## config.mk

```make
export PLATFORM = sky130hd
export DESIGN_NAME = armed_motion_alarm_detector
export DESIGN_NICKNAME = d
export VERILOG_FILES = /design/src/sv/amad_pkg.sv /design/src/sv/amad_lane.sv /design/src/sv/amad_merge.sv /design/src/sv/armed_motion_alarm_detector.sv
export SDC_FILE = /design/constraint.sdc
export NUM_CORES = 2
export LEC_CHECK = 0
export BUFFER_PORTS_ARGS = -buffer_cell sky130_fd_sc_hd__buf_2
export CORE_AREA = 10 10 313 254
export DETAILED_ROUTE_END_ITERATION = 10
export DIE_AREA = 0 0 323 264
export PLACE_DENSITY = 0.91
export SLEW_MARGIN = 20
export SYNTH_ARGS = -nofsm -noshare
export SYNTH_HDL_FRONTEND = slang
export SYNTH_HIERARCHICAL = 1
export SYNTH_SLANG_ARGS = --single-unit
```

## constraint.sdc

```tcl
create_clock -name clock -period 12.18 [get_ports clock]
set_input_delay 0.609 -clock clock [delete_from_list [all_inputs] [get_ports clock]]
set_output_delay 0.609 -clock clock [all_outputs]
set_load 0.05 [all_outputs]
```

## src/sv/amad_pkg.sv

```systemverilog
// shared types and constants for the armed motion alarm detector
// no dependencies
package amad_pkg;

   localparam int ACCEL_W = 16;
   localparam int DEV_W = 18;
   localparam int MUTE_MIN_W = 16;
   localparam int MUTE_W = 22;
   localparam int RUN_W = 8;
   localparam int COOL_W = 8;
   localparam int GRACE_W = 16;
   localparam int CSR_W = 18;
   localparam int CSR_IDX_W = 2;
   localparam int ACTION_W = 2;
   localparam int NUM_LANES = 3;
   localparam int BASELINE_COUNT_DEF = 3;

   localparam logic [DEV_W-1:0] DELTA_THRESHOLD_RST = DEV_W'(1500);
   localparam logic [RUN_W-1:0] CONSECUTIVE_NEEDED_RST = RUN_W'(2);
   localparam logic [COOL_W-1:0] COOLDOWN_TICKS_RST = COOL_W'(15);
   localparam logic [GRACE_W-1:0] GRACE_TICKS_RST = GRACE_W'(20);

   typedef enum logic [ACTION_W-1:0] {
      ACT_SAMPLE = 2'd0,
      ACT_FAIL = 2'd1,
      ACT_MUTE = 2'd2
   } action_type;

   typedef enum logic [CSR_IDX_W-1:0] {
      CSR_DELTA_THRESHOLD = 2'd0,
      CSR_CONSECUTIVE_NEEDED = 2'd1,
      CSR_COOLDOWN_TICKS = 2'd2,
      CSR_GRACE_TICKS = 2'd3
   } csr_index_type;

   typedef struct packed {
      logic [DEV_W-1:0] delta_threshold;
      logic [RUN_W-1:0] consecutive_needed;
      logic [COOL_W-1:0] cooldown_ticks;
      logic [GRACE_W-1:0] grace_ticks;
   } cfg_type;

   typedef struct packed {
      logic accumulate;
      logic finish;
      logic track;
   } lane_ctrl_type;

   typedef struct packed {
      logic alert;
      logic motion_detected;
      logic guard_armed;
      logic baseline_valid;
      logic [DEV_W-1:0] deviation;
   } result_type;

endpackage

```

## src/sv/amad_lane.sv

```systemverilog
// one axis lane: baseline accumulation, average, tracking filter and absolute deviation
// depends on amad_pkg
module amad_lane #(
   parameter int BASELINE_COUNT = amad_pkg::BASELINE_COUNT_DEF
) (
   input  logic                                clock,
   input  logic                                reset,
   input  logic signed [amad_pkg::ACCEL_W-1:0] sample,
   input  amad_pkg::lane_ctrl_type             ctrl,
   output logic        [amad_pkg::ACCEL_W-1:0] absdiff
);
   import amad_pkg::*;

   localparam int SUM_W = ACCEL_W + $clog2(BASELINE_COUNT + 1);
   localparam int DIV_SHIFT = SUM_W + 2;
   localparam int RECIP_W = DIV_SHIFT + 1;
   localparam logic [RECIP_W-1:0] RECIP =
      RECIP_W'(((1 << DIV_SHIFT) + BASELINE_COUNT - 1) / BASELINE_COUNT);
   localparam int PROD_W = SUM_W + RECIP_W;
   localparam int TRK_W = ACCEL_W + 4;
   localparam logic signed [TRK_W-1:0] TRK_ROUND = TRK_W'(7);

   logic signed [ACCEL_W-1:0] base_ff, base_in;
   logic signed [SUM_W-1:0]   sum_ff, sum_in;
   logic signed [ACCEL_W:0]   diff;
   logic signed [TRK_W-1:0]   trk_sum, trk_q;
   logic                      sum_neg;
   logic [SUM_W-1:0]          sum_mag;
   logic [PROD_W-1:0]         prod;
   logic [ACCEL_W-1:0]        quot;
   logic signed [ACCEL_W-1:0] base_div;

   always_comb begin
      diff = (ACCEL_W+1)'(sample) - (ACCEL_W+1)'(base_ff);
      absdiff = diff[ACCEL_W] ? ACCEL_W'(-diff) : ACCEL_W'(diff);

      // (7*base + sample)/8, toward zero
      trk_sum = (TRK_W'(base_ff) <<< 3) - TRK_W'(base_ff) + TRK_W'(sample);
      trk_q = trk_sum[TRK_W-1] ? ((trk_sum + TRK_ROUND) >>> 3) : (trk_sum >>> 3);

      // sum / BASELINE_COUNT by reciprocal on the magnitude
      sum_in = sum_ff + SUM_W'(sample);
      sum_neg = sum_in[SUM_W-1];
      sum_mag = sum_neg ? SUM_W'(-sum_in) : SUM_W'(sum_in);
      prod = PROD_W'(sum_mag) * PROD_W'(RECIP);
      quot = prod[DIV_SHIFT +: ACCEL_W];
      base_div = sum_neg ? ACCEL_W'(-quot) : quot;

      if (ctrl.finish) begin
         base_in = base_div;
      end else if (ctrl.track) begin
         base_in = ACCEL_W'(trk_q);
      end else begin
         base_in = base_ff;
      end
   end

   always_ff @(posedge clock) begin
      if (reset) begin
         base_ff <= '0;
         sum_ff <= '0;
      end else begin
         base_ff <= base_in;
         if (ctrl.accumulate) begin
            sum_ff <= sum_in;
         end
      end
   end

endmodule

```

## src/sv/amad_merge.sv

```systemverilog
// merging stage: deviation sum, baseline count, arming, mute, candidate run and cooldown control
// depends on amad_pkg; drives the lane controls
module amad_merge #(
   parameter int BASELINE_COUNT = amad_pkg::BASELINE_COUNT_DEF
) (
   input  logic                                 clock,
   input  logic                                 reset,
   input  logic                                 accept,
   input  logic [amad_pkg::ACTION_W-1:0]        action,
   input  logic                                 ignition_on,
   input  logic                                 alert_ready,
   input  logic [amad_pkg::MUTE_MIN_W-1:0]      mute_minutes,
   input  logic [amad_pkg::ACCEL_W-1:0]         lane_absdiff [amad_pkg::NUM_LANES],
   input  amad_pkg::cfg_type                    cfg,
   output amad_pkg::lane_ctrl_type              lane_ctrl,
   output amad_pkg::result_type                 result
);
   import amad_pkg::*;

   localparam int CNT_W = $clog2(BASELINE_COUNT + 1);

   logic [CNT_W-1:0]   bl_count_ff, bl_count_in;
   logic               bl_done_ff, bl_done_in;
   logic               armed_ff, armed_in;
   logic [GRACE_W-1:0] grace_ff, grace_in;
   logic [MUTE_W-1:0]  mute_ff, mute_in;
   logic [RUN_W-1:0]   cand_ff, cand_in;
   logic [COOL_W-1:0]  cool_ff, cool_in;
   logic [DEV_W-1:0]   dev_sum;
   logic [MUTE_W-1:0]  mute_load;
   lane_ctrl_type      ctrl;

   always_comb begin
      dev_sum = DEV_W'(lane_absdiff[0]) + DEV_W'(lane_absdiff[1]) + DEV_W'(lane_absdiff[2]);
      // minutes to seconds: 64m - 4m
      mute_load = (MUTE_W'(mute_minutes) << 6) - (MUTE_W'(mute_minutes) << 2);

      bl_count_in = bl_count_ff;
      bl_done_in = bl_done_ff;
      armed_in = armed_ff;
      grace_in = grace_ff;
      mute_in = mute_ff;
      cand_in = cand_ff;
      cool_in = cool_ff;
      ctrl = '0;
      result.alert = 1'b0;
      result.motion_detected = 1'b0;
      result.deviation = '0;

      unique case (action_type'(action))
         ACT_MUTE: begin
            mute_in = mute_load;
         end
         ACT_FAIL: begin
            if (cool_ff != '0) begin
               cool_in = cool_ff - 1'b1;
            end
         end
         ACT_SAMPLE: begin
            if (ignition_on && armed_ff) begin
               armed_in = 1'b0;
               cand_in = '0;
               grace_in = '0;
            end else if (!ignition_on && !armed_ff && grace_ff == '0) begin
               grace_in = cfg.grace_ticks;
               cand_in = '0;
            end
            if (grace_in != '0) begin
               grace_in = grace_in - 1'b1;
               if (grace_in == '0 && !ignition_on) begin
                  armed_in = 1'b1;
               end
            end
            if (mute_ff != '0) begin
               mute_in = mute_ff - 1'b1;
            end

            if (!bl_done_ff) begin
               ctrl.accumulate = 1'b1;
               bl_count_in = bl_count_ff + 1'b1;
               if (bl_count_in >= CNT_W'(BASELINE_COUNT)) begin
                  ctrl.finish = 1'b1;
                  bl_done_in = 1'b1;
               end
            end else begin
               ctrl.track = 1'b1;
               result.deviation = dev_sum;
               if (armed_in && mute_in == '0 && dev_sum >= cfg.delta_threshold) begin
                  cand_in = cand_in + 1'b1;
               end else begin
                  cand_in = '0;
               end
               if (cand_in >= cfg.consecutive_needed) begin
                  result.motion_detected = 1'b1;
                  if (cool_ff == '0) begin
                     result.alert = 1'b1;
                     if (alert_ready) begin
                        cool_in = cfg.cooldown_ticks;
                     end
                  end
                  cand_in = '0;
               end
            end

            if (cool_in != '0) begin
               cool_in = cool_in - 1'b1;
            end
         end
         default: begin
         end
      endcase

      result.guard_armed = armed_in;
      result.baseline_valid = bl_done_in;
      lane_ctrl = accept ? ctrl : '0;
   end

   always_ff @(posedge clock) begin
      if (reset) begin
         bl_count_ff <= '0;
         bl_done_ff <= 1'b0;
         armed_ff <= 1'b0;
         grace_ff <= '0;
         mute_ff <= '0;
         cand_ff <= '0;
         cool_ff <= '0;
      end else if (accept) begin
         bl_count_ff <= bl_count_in;
         bl_done_ff <= bl_done_in;
         armed_ff <= armed_in;
         grace_ff <= grace_in;
         mute_ff <= mute_in;
         cand_ff <= cand_in;
         cool_ff <= cool_in;
      end
   end

endmodule

```

## src/sv/armed_motion_alarm_detector.sv

```systemverilog
// armed motion alarm detector: an accepted result is registered into the output register,
// or into the skid entry while the output is stalled; throughput one transaction per cycle
// while req_stall is low; the three axis lanes and the merging stage update all state in the
// accepting cycle, and a two-entry output buffer keeps accepting while one result is stalled
// synchronous reset clears all state but the output data registers and loads the register defaults
// depends on amad_pkg, amad_lane, amad_merge
module armed_motion_alarm_detector #(
   parameter int BASELINE_COUNT = amad_pkg::BASELINE_COUNT_DEF
) (
   input  logic                                clock,
   input  logic                                reset,
   input  logic                                req_valid,
   output logic                                req_stall,
   input  logic        [amad_pkg::ACTION_W-1:0]   req_action,
   input  logic signed [amad_pkg::ACCEL_W-1:0]    req_accel_x,
   input  logic signed [amad_pkg::ACCEL_W-1:0]    req_accel_y,
   input  logic signed [amad_pkg::ACCEL_W-1:0]    req_accel_z,
   input  logic                                req_ignition_on,
   input  logic                                req_alert_ready,
   input  logic        [amad_pkg::MUTE_MIN_W-1:0] req_mute_minutes,
   output logic                                rsp_valid,
   input  logic                                rsp_stall,
   output logic                                rsp_alert,
   output logic                                rsp_motion_detected,
   output logic                                rsp_guard_armed,
   output logic                                rsp_baseline_valid,
   output logic        [amad_pkg::DEV_W-1:0]      rsp_deviation,
   input  logic                                csr_write,
   input  logic        [amad_pkg::CSR_IDX_W-1:0]  csr_index,
   input  logic        [amad_pkg::CSR_W-1:0]      csr_data
);
   import amad_pkg::*;

   cfg_type                   cfg_ff, cfg_in;
   logic                      accept;
   logic                      take;
   logic signed [ACCEL_W-1:0] samples [NUM_LANES];
   logic [ACCEL_W-1:0]        lane_absdiff [NUM_LANES];
   lane_ctrl_type             lane_ctrl;
   result_type                result;
   logic                      out_valid_ff, out_valid_in;
   result_type                out_data_ff, out_data_in;
   logic                      skid_valid_ff, skid_valid_in;
   result_type                skid_data_ff, skid_data_in;

   assign samples[0] = req_accel_x;
   assign samples[1] = req_accel_y;
   assign samples[2] = req_accel_z;

   always_comb begin
      cfg_in = cfg_ff;
      if (csr_write) begin
         unique case (csr_index_type'(csr_index))
            CSR_DELTA_THRESHOLD:    cfg_in.delta_threshold = DEV_W'(csr_data);
            CSR_CONSECUTIVE_NEEDED: cfg_in.consecutive_needed = RUN_W'(csr_data);
            CSR_COOLDOWN_TICKS:     cfg_in.cooldown_ticks = COOL_W'(csr_data);
            CSR_GRACE_TICKS:        cfg_in.grace_ticks = GRACE_W'(csr_data);
            default: begin
            end
         endcase
      end
   end

   always_ff @(posedge clock) begin
      if (reset) begin
         cfg_ff.delta_threshold <= DELTA_THRESHOLD_RST;
         cfg_ff.consecutive_needed <= CONSECUTIVE_NEEDED_RST;
         cfg_ff.cooldown_ticks <= COOLDOWN_TICKS_RST;
         cfg_ff.grace_ticks <= GRACE_TICKS_RST;
      end else begin
         cfg_ff <= cfg_in;
      end
   end

   for (genvar i = 0; i < NUM_LANES; i++) begin : g_lane
      amad_lane #(
         .BASELINE_COUNT(BASELINE_COUNT)
      ) u_lane (
         .clock  (clock),
         .reset  (reset),
         .sample (samples[i]),
         .ctrl   (lane_ctrl),
         .absdiff(lane_absdiff[i])
      );
   end

   amad_merge #(
      .BASELINE_COUNT(BASELINE_COUNT)
   ) u_merge (
      .clock       (clock),
      .reset       (reset),
      .accept      (accept),
      .action      (req_action),
      .ignition_on (req_ignition_on),
      .alert_ready (req_alert_ready),
      .mute_minutes(req_mute_minutes),
      .lane_absdiff(lane_absdiff),
      .cfg         (cfg_ff),
      .lane_ctrl   (lane_ctrl),
      .result      (result)
   );

   // output register plus skid entry
   assign req_stall = skid_valid_ff;
   assign accept = req_valid && !skid_valid_ff;
   assign take = out_valid_ff && !rsp_stall;

   always_comb begin
      out_valid_in = out_valid_ff;
      out_data_in = out_data_ff;
      skid_valid_in = skid_valid_ff;
      skid_data_in = skid_data_ff;
      if (take) begin
         if (skid_valid_ff) begin
            out_data_in = skid_data_ff;
            skid_valid_in = 1'b0;
         end else begin
            out_valid_in = accept;
            out_data_in = result;
         end
      end else if (!out_valid_ff) begin
         out_valid_in = accept;
         out_data_in = result;
      end else if (accept) begin
         skid_valid_in = 1'b1;
         skid_data_in = result;
      end
   end

   always_ff @(posedge clock) begin
      if (reset) begin
         out_valid_ff <= 1'b0;
         skid_valid_ff <= 1'b0;
      end else begin
         out_valid_ff <= out_valid_in;
         skid_valid_ff <= skid_valid_in;
      end
      out_data_ff <= out_data_in;
      skid_data_ff <= skid_data_in;
   end

   assign rsp_valid = out_valid_ff;
   assign rsp_alert = out_data_ff.alert;
   assign rsp_motion_detected = out_data_ff.motion_detected;
   assign rsp_guard_armed = out_data_ff.guard_armed;
   assign rsp_baseline_valid = out_data_ff.baseline_valid;
   assign rsp_deviation = out_data_ff.deviation;

endmodule

```

==> impl_metrics.ini <==
[setup_path]
nature_of_the_critical_path_startpoint = flip-flop
cp_max_fo = 8
critPathMaxStageDelay_ps = 590
regToRegStartpoint = g_lane[2].u_lane/base_ff[0]$_SDFFE_PP0P_
worst_path_most_repeated_cell = sky130_fd_sc_hd__ha_1
regToRegSetupSlack_ps = 820
timing.critical_path.to_type = flip-flop
timing.critical_path.slowest_stage_cell = sky130_fd_sc_hd__fa_1
path_class = reg2reg
required_ps = 12710
critPathArrivalTime_ps = 11900
regToRegEndpoint = u_merge/cool_ff[1]$_SDFFE_PP0P_
worst_r2r_path_depth = 48

[floorplan]
start_util = 0.6438
placeableCoreArea_mm2 = 0.07327
dieWidth_um = 323
rows = 89
design.die.area_mm2 = 0.08527
die_height_um = 264
boundaryPins = 117

[sta]
maxSlewViolCount = 0
worst-slew-pin-transition_ps = 1111
headroom_to_the_max_slew_limit = 0.2594
rsz0062_at_grt = false
tmin_final_ps = 11360
worst_hold_slack_ps = 258.6
setup_viol = 0
worst_clock_skew_ps = 38.67
finalHoldViolCount = 0
finalCritPeriodShare = 0.9328
timing.fmax_ghz = 0.08802
final.setup.tns_ps = 0

[layout]
multi_input_comb_area_mm2 = 0.03695
diodes = 0
final_cell_count_no_fill = 6784
fillCellCount = 5738
num-nets-final = 6970
register_area_mm2 = 0.005565
areaGrowthSynthToFinish_pct = 5.405
post_route_cells_drive_above_1_share = 0.06245

[global_route]
grt_remaining_overflow = 0
maximum_number_of_pins_on_one_net_before_global_route_repair = 217
grt_antenna_before_repair = 1
globalRouteMet2Util = 0.4757
wire_length_of_the_first_global_routing_pass_um = 208800
grt_pass1_vias = 41065
grt_util_overall = 0.2934
top_usage_layer = met2
grt_util_met3 = 0.05241
grtUsageMet1 = 0.3975

[clocking]
post_cts_hold_buffer_count = 0
insertion_delay_ps = 640
cts_max_level = 1
root_buffer = sky130_fd_sc_hd__clkbuf_16
max_clock_buf_depth = 3
cts-buffers-inserted = 31
worst_setup_hold_path_clk_slew_ps = 70
post_cts.repair.setup_buffers = 0
tritoncts_clock_tree = done
clock_sink_count = 256
number_of_gates_resized_after_cts = 0

[yosys]
postSynthAreaPerCell_um2 = 8.189
syn-num-nets = 6927
synth.cell_area_mm2 = 0.04718
synthesis.instances = 5761
synth_async_sr_flop_share = 0
ys_dominant_reg_cell = sky130_fd_sc_hd__dfxtp_1
ys_seq_elements = 256
synth-warning-count = 6
seq_area_frac_synth = 0.1180
synthDistinctLibCells = 133
synth-edff-count = 44

[drt]
drt_wl_total_um = 128100
drcViolationCount = 0
drt_pass1_iterations = 6
viasPerCell = 6.189
detailedRoute.firstIterationViolations = 4116
route.detailed.wl_per_inst_um = 18.88
route.vias.total = 41983
ant_nets = 0

[hold_path]
min_path_type = in2reg
whs_path_depth = 3
worstHoldEndpoint = cfg_ff[26]$_SDFFE_PP0P_
min_from = csr_data[2]

[placement]
gpl.final_weighted_congestion = 1.019
placedCellCount = 6725
portBuffers = 116
post-dp-hpwl_um = 105700

[status]
run_status = complete, no violations

[run]
maxCapViolCount = 0
-- placed cells by master, fill, tap and decap left out, types with 45 or more instances in the layout --
cell,instances
sky130_fd_sc_hd__mux2i_1,105
sky130_fd_sc_hd__nand3_1,105
sky130_fd_sc_hd__and3_1,60
sky130_fd_sc_hd__buf_2,115
sky130_fd_sc_hd__a21o_1,50
sky130_fd_sc_hd__a31oi_1,59
sky130_fd_sc_hd__xor2_1,126
sky130_fd_sc_hd__o21a_1,52
sky130_fd_sc_hd__fa_1,386
sky130_fd_sc_hd__inv_1,1086
sky130_fd_sc_hd__and2_1,58
sky130_fd_sc_hd__a21oi_1,317
sky130_fd_sc_hd__or3_1,47
sky130_fd_sc_hd__nor2_1,408
sky130_fd_sc_hd__ha_1,687
sky130_fd_sc_hd__nor3_1,138
sky130_fd_sc_hd__o21ai_0,227
sky130_fd_sc_hd__nand4_1,50
sky130_fd_sc_hd__a211oi_1,82
sky130_fd_sc_hd__nand2b_1,103
sky130_fd_sc_hd__dfxtp_1,212
sky130_fd_sc_hd__xnor2_1,241
sky130_fd_sc_hd__o211ai_1,45
sky130_fd_sc_hd__nand2_1,256
-- Yosys cell counts (all sizes together), types with 21 or more instances --
cell | number | area share
mux2i | 105 | 0.022
o21ai | 250 | 0.027
edfxtp | 44 | 0.028
nand4 | 50 | 0.0066
o21bai | 25 | 0.0040
nor2 | 413 | 0.033
a21o | 51 | 0.0081
xor2 | 128 | 0.024
a211o | 22 | 0.0041
dfxtp | 212 | 0.090
nand2 | 257 | 0.021
nor2b | 46 | 0.0066
a21boi | 21 | 0.0035
and2 | 60 | 0.0080
inv | 1088 | 0.087
nor4 | 40 | 0.0065
ha | 687 | 0.18
nand2b | 104 | 0.014
o31ai | 39 | 0.0064
mux2 | 26 | 0.0062
nor3 | 144 | 0.016
or3 | 50 | 0.0068
or4 | 28 | 0.0046
xnor2 | 241 | 0.045
nand3 | 106 | 0.012
o21a | 53 | 0.0085
or2 | 32 | 0.0042
clkbuf | 106 | 0.0096
o2111ai | 23 | 0.0043
buf | 28 | 0.0033
a31oi | 59 | 0.0078
and3 | 64 | 0.0086
a21oi | 328 | 0.036
fa | 386 | 0.16
o211ai | 47 | 0.0079
nor3b | 23 | 0.0039
a211oi | 88 | 0.015
-- worst max path at each step --
stage | startpoint | endpoint | slack (ps) | depth (start not counted)
detailed placement | req_accel_z[0] | u_merge/cool_ff[1]$_SDFFE_PP0P_ | 690 | 50
CTS | g_lane[2].u_lane/base_ff[0]$_SDFFE_PP0P_ | u_merge/cool_ff[1]$_SDFFE_PP0P_ | 1030 | 48
global route | g_lane[2].u_lane/base_ff[0]$_SDFFE_PP0P_ | u_merge/cool_ff[1]$_SDFFE_PP0P_ | 70 | 48
global placement | req_accel_z[0] | u_merge/cool_ff[2]$_SDFFE_PP0P_ | 900 | 51
floorplan | req_accel_z[0] | u_merge/cool_ff[2]$_SDFFE_PP0P_ | 1610 | 49
finish | g_lane[2].u_lane/base_ff[0]$_SDFFE_PP0P_ | u_merge/cool_ff[1]$_SDFFE_PP0P_ | 820 | 48
-- critical path: cells and delay by family (launching register included) --
family / cells / cell delay, ps
simple gates: 12 / 1800
buf+inv: 1 / 170
flops: 1 / 330
fa+ha+maj: 7 / 2290
xor+xnor: 1 / 150
compound gates: 24 / 5610
mux: 3 / 890
-- routing by layer --
metal | routed length, µm | vias up
li1 | - | 19801
met1 | 54780 | 20076
met2 | 57850 | 1815
met3 | 11610 | 289
met4 | 3833 | 2
met5 | 13 | -
-- cell families (layout without fill, tap and decap cells) --
kind of cell	Yosys count	count (layout)	share of synthesized area
multiplexers	131	131	0.02848
buffers and inverters	1224	1292	0.09972
adder cells (fa/ha/maj)	1073	1073	0.3460
AO/OA/AOI/OAI	1222	1222	0.1747
AND/OR/NAND/NOR	1484	1484	0.1633
flip-flops	256	256	0.1180
XOR/XNOR	371	371	0.06978
-- layout make-up --
cell class	instances	share of cell area
Multi-Input combinational cell	4281	0.7430
Tap cell	955	0.02403
Inverter	1089	0.08220
Sequential cell	256	0.1119
Clock inverter	26	0.006693
Clock buffer	32	0.01568
Timing Repair Buffer	145	0.01643
-- state kept, by name (all words and copies together), names as in the netlist, 2 cells and up --
| signal | count |
|---|---|
| g_lane.u_lane/sum_ff | 54 |
| cfg_ff | 50 |
| g_lane.u_lane/base_ff | 48 |
| skid_data_ff | 22 |
| u_merge/mute_ff | 22 |
| rsp_deviation | 18 |
| u_merge/grace_ff | 16 |
| u_merge/cand_ff | 8 |
| u_merge/cool_ff | 8 |
| u_merge/bl_count_ff | 2 |
-- through the flow --
| step | area, µm² | utilization | worst slack (ps) |
|---|---|---|---|
| after detailed placement | 48600 | 0.6633 | 685.3 |
| after floorplan | 47180 | - | 1609 |
| after global placement | 48600 | 0.6633 | 898.1 |
| after CTS | 49710 | 0.6785 | 1029 |
| after global routing | 49730 | 0.6786 | 72.72 |
| final | 49730 | 0.6786 | 818.3 |
Power is left out: the tool's default activity adds up to more than one toggle a clock period on the data nets, which glitch-free logic cannot reach.
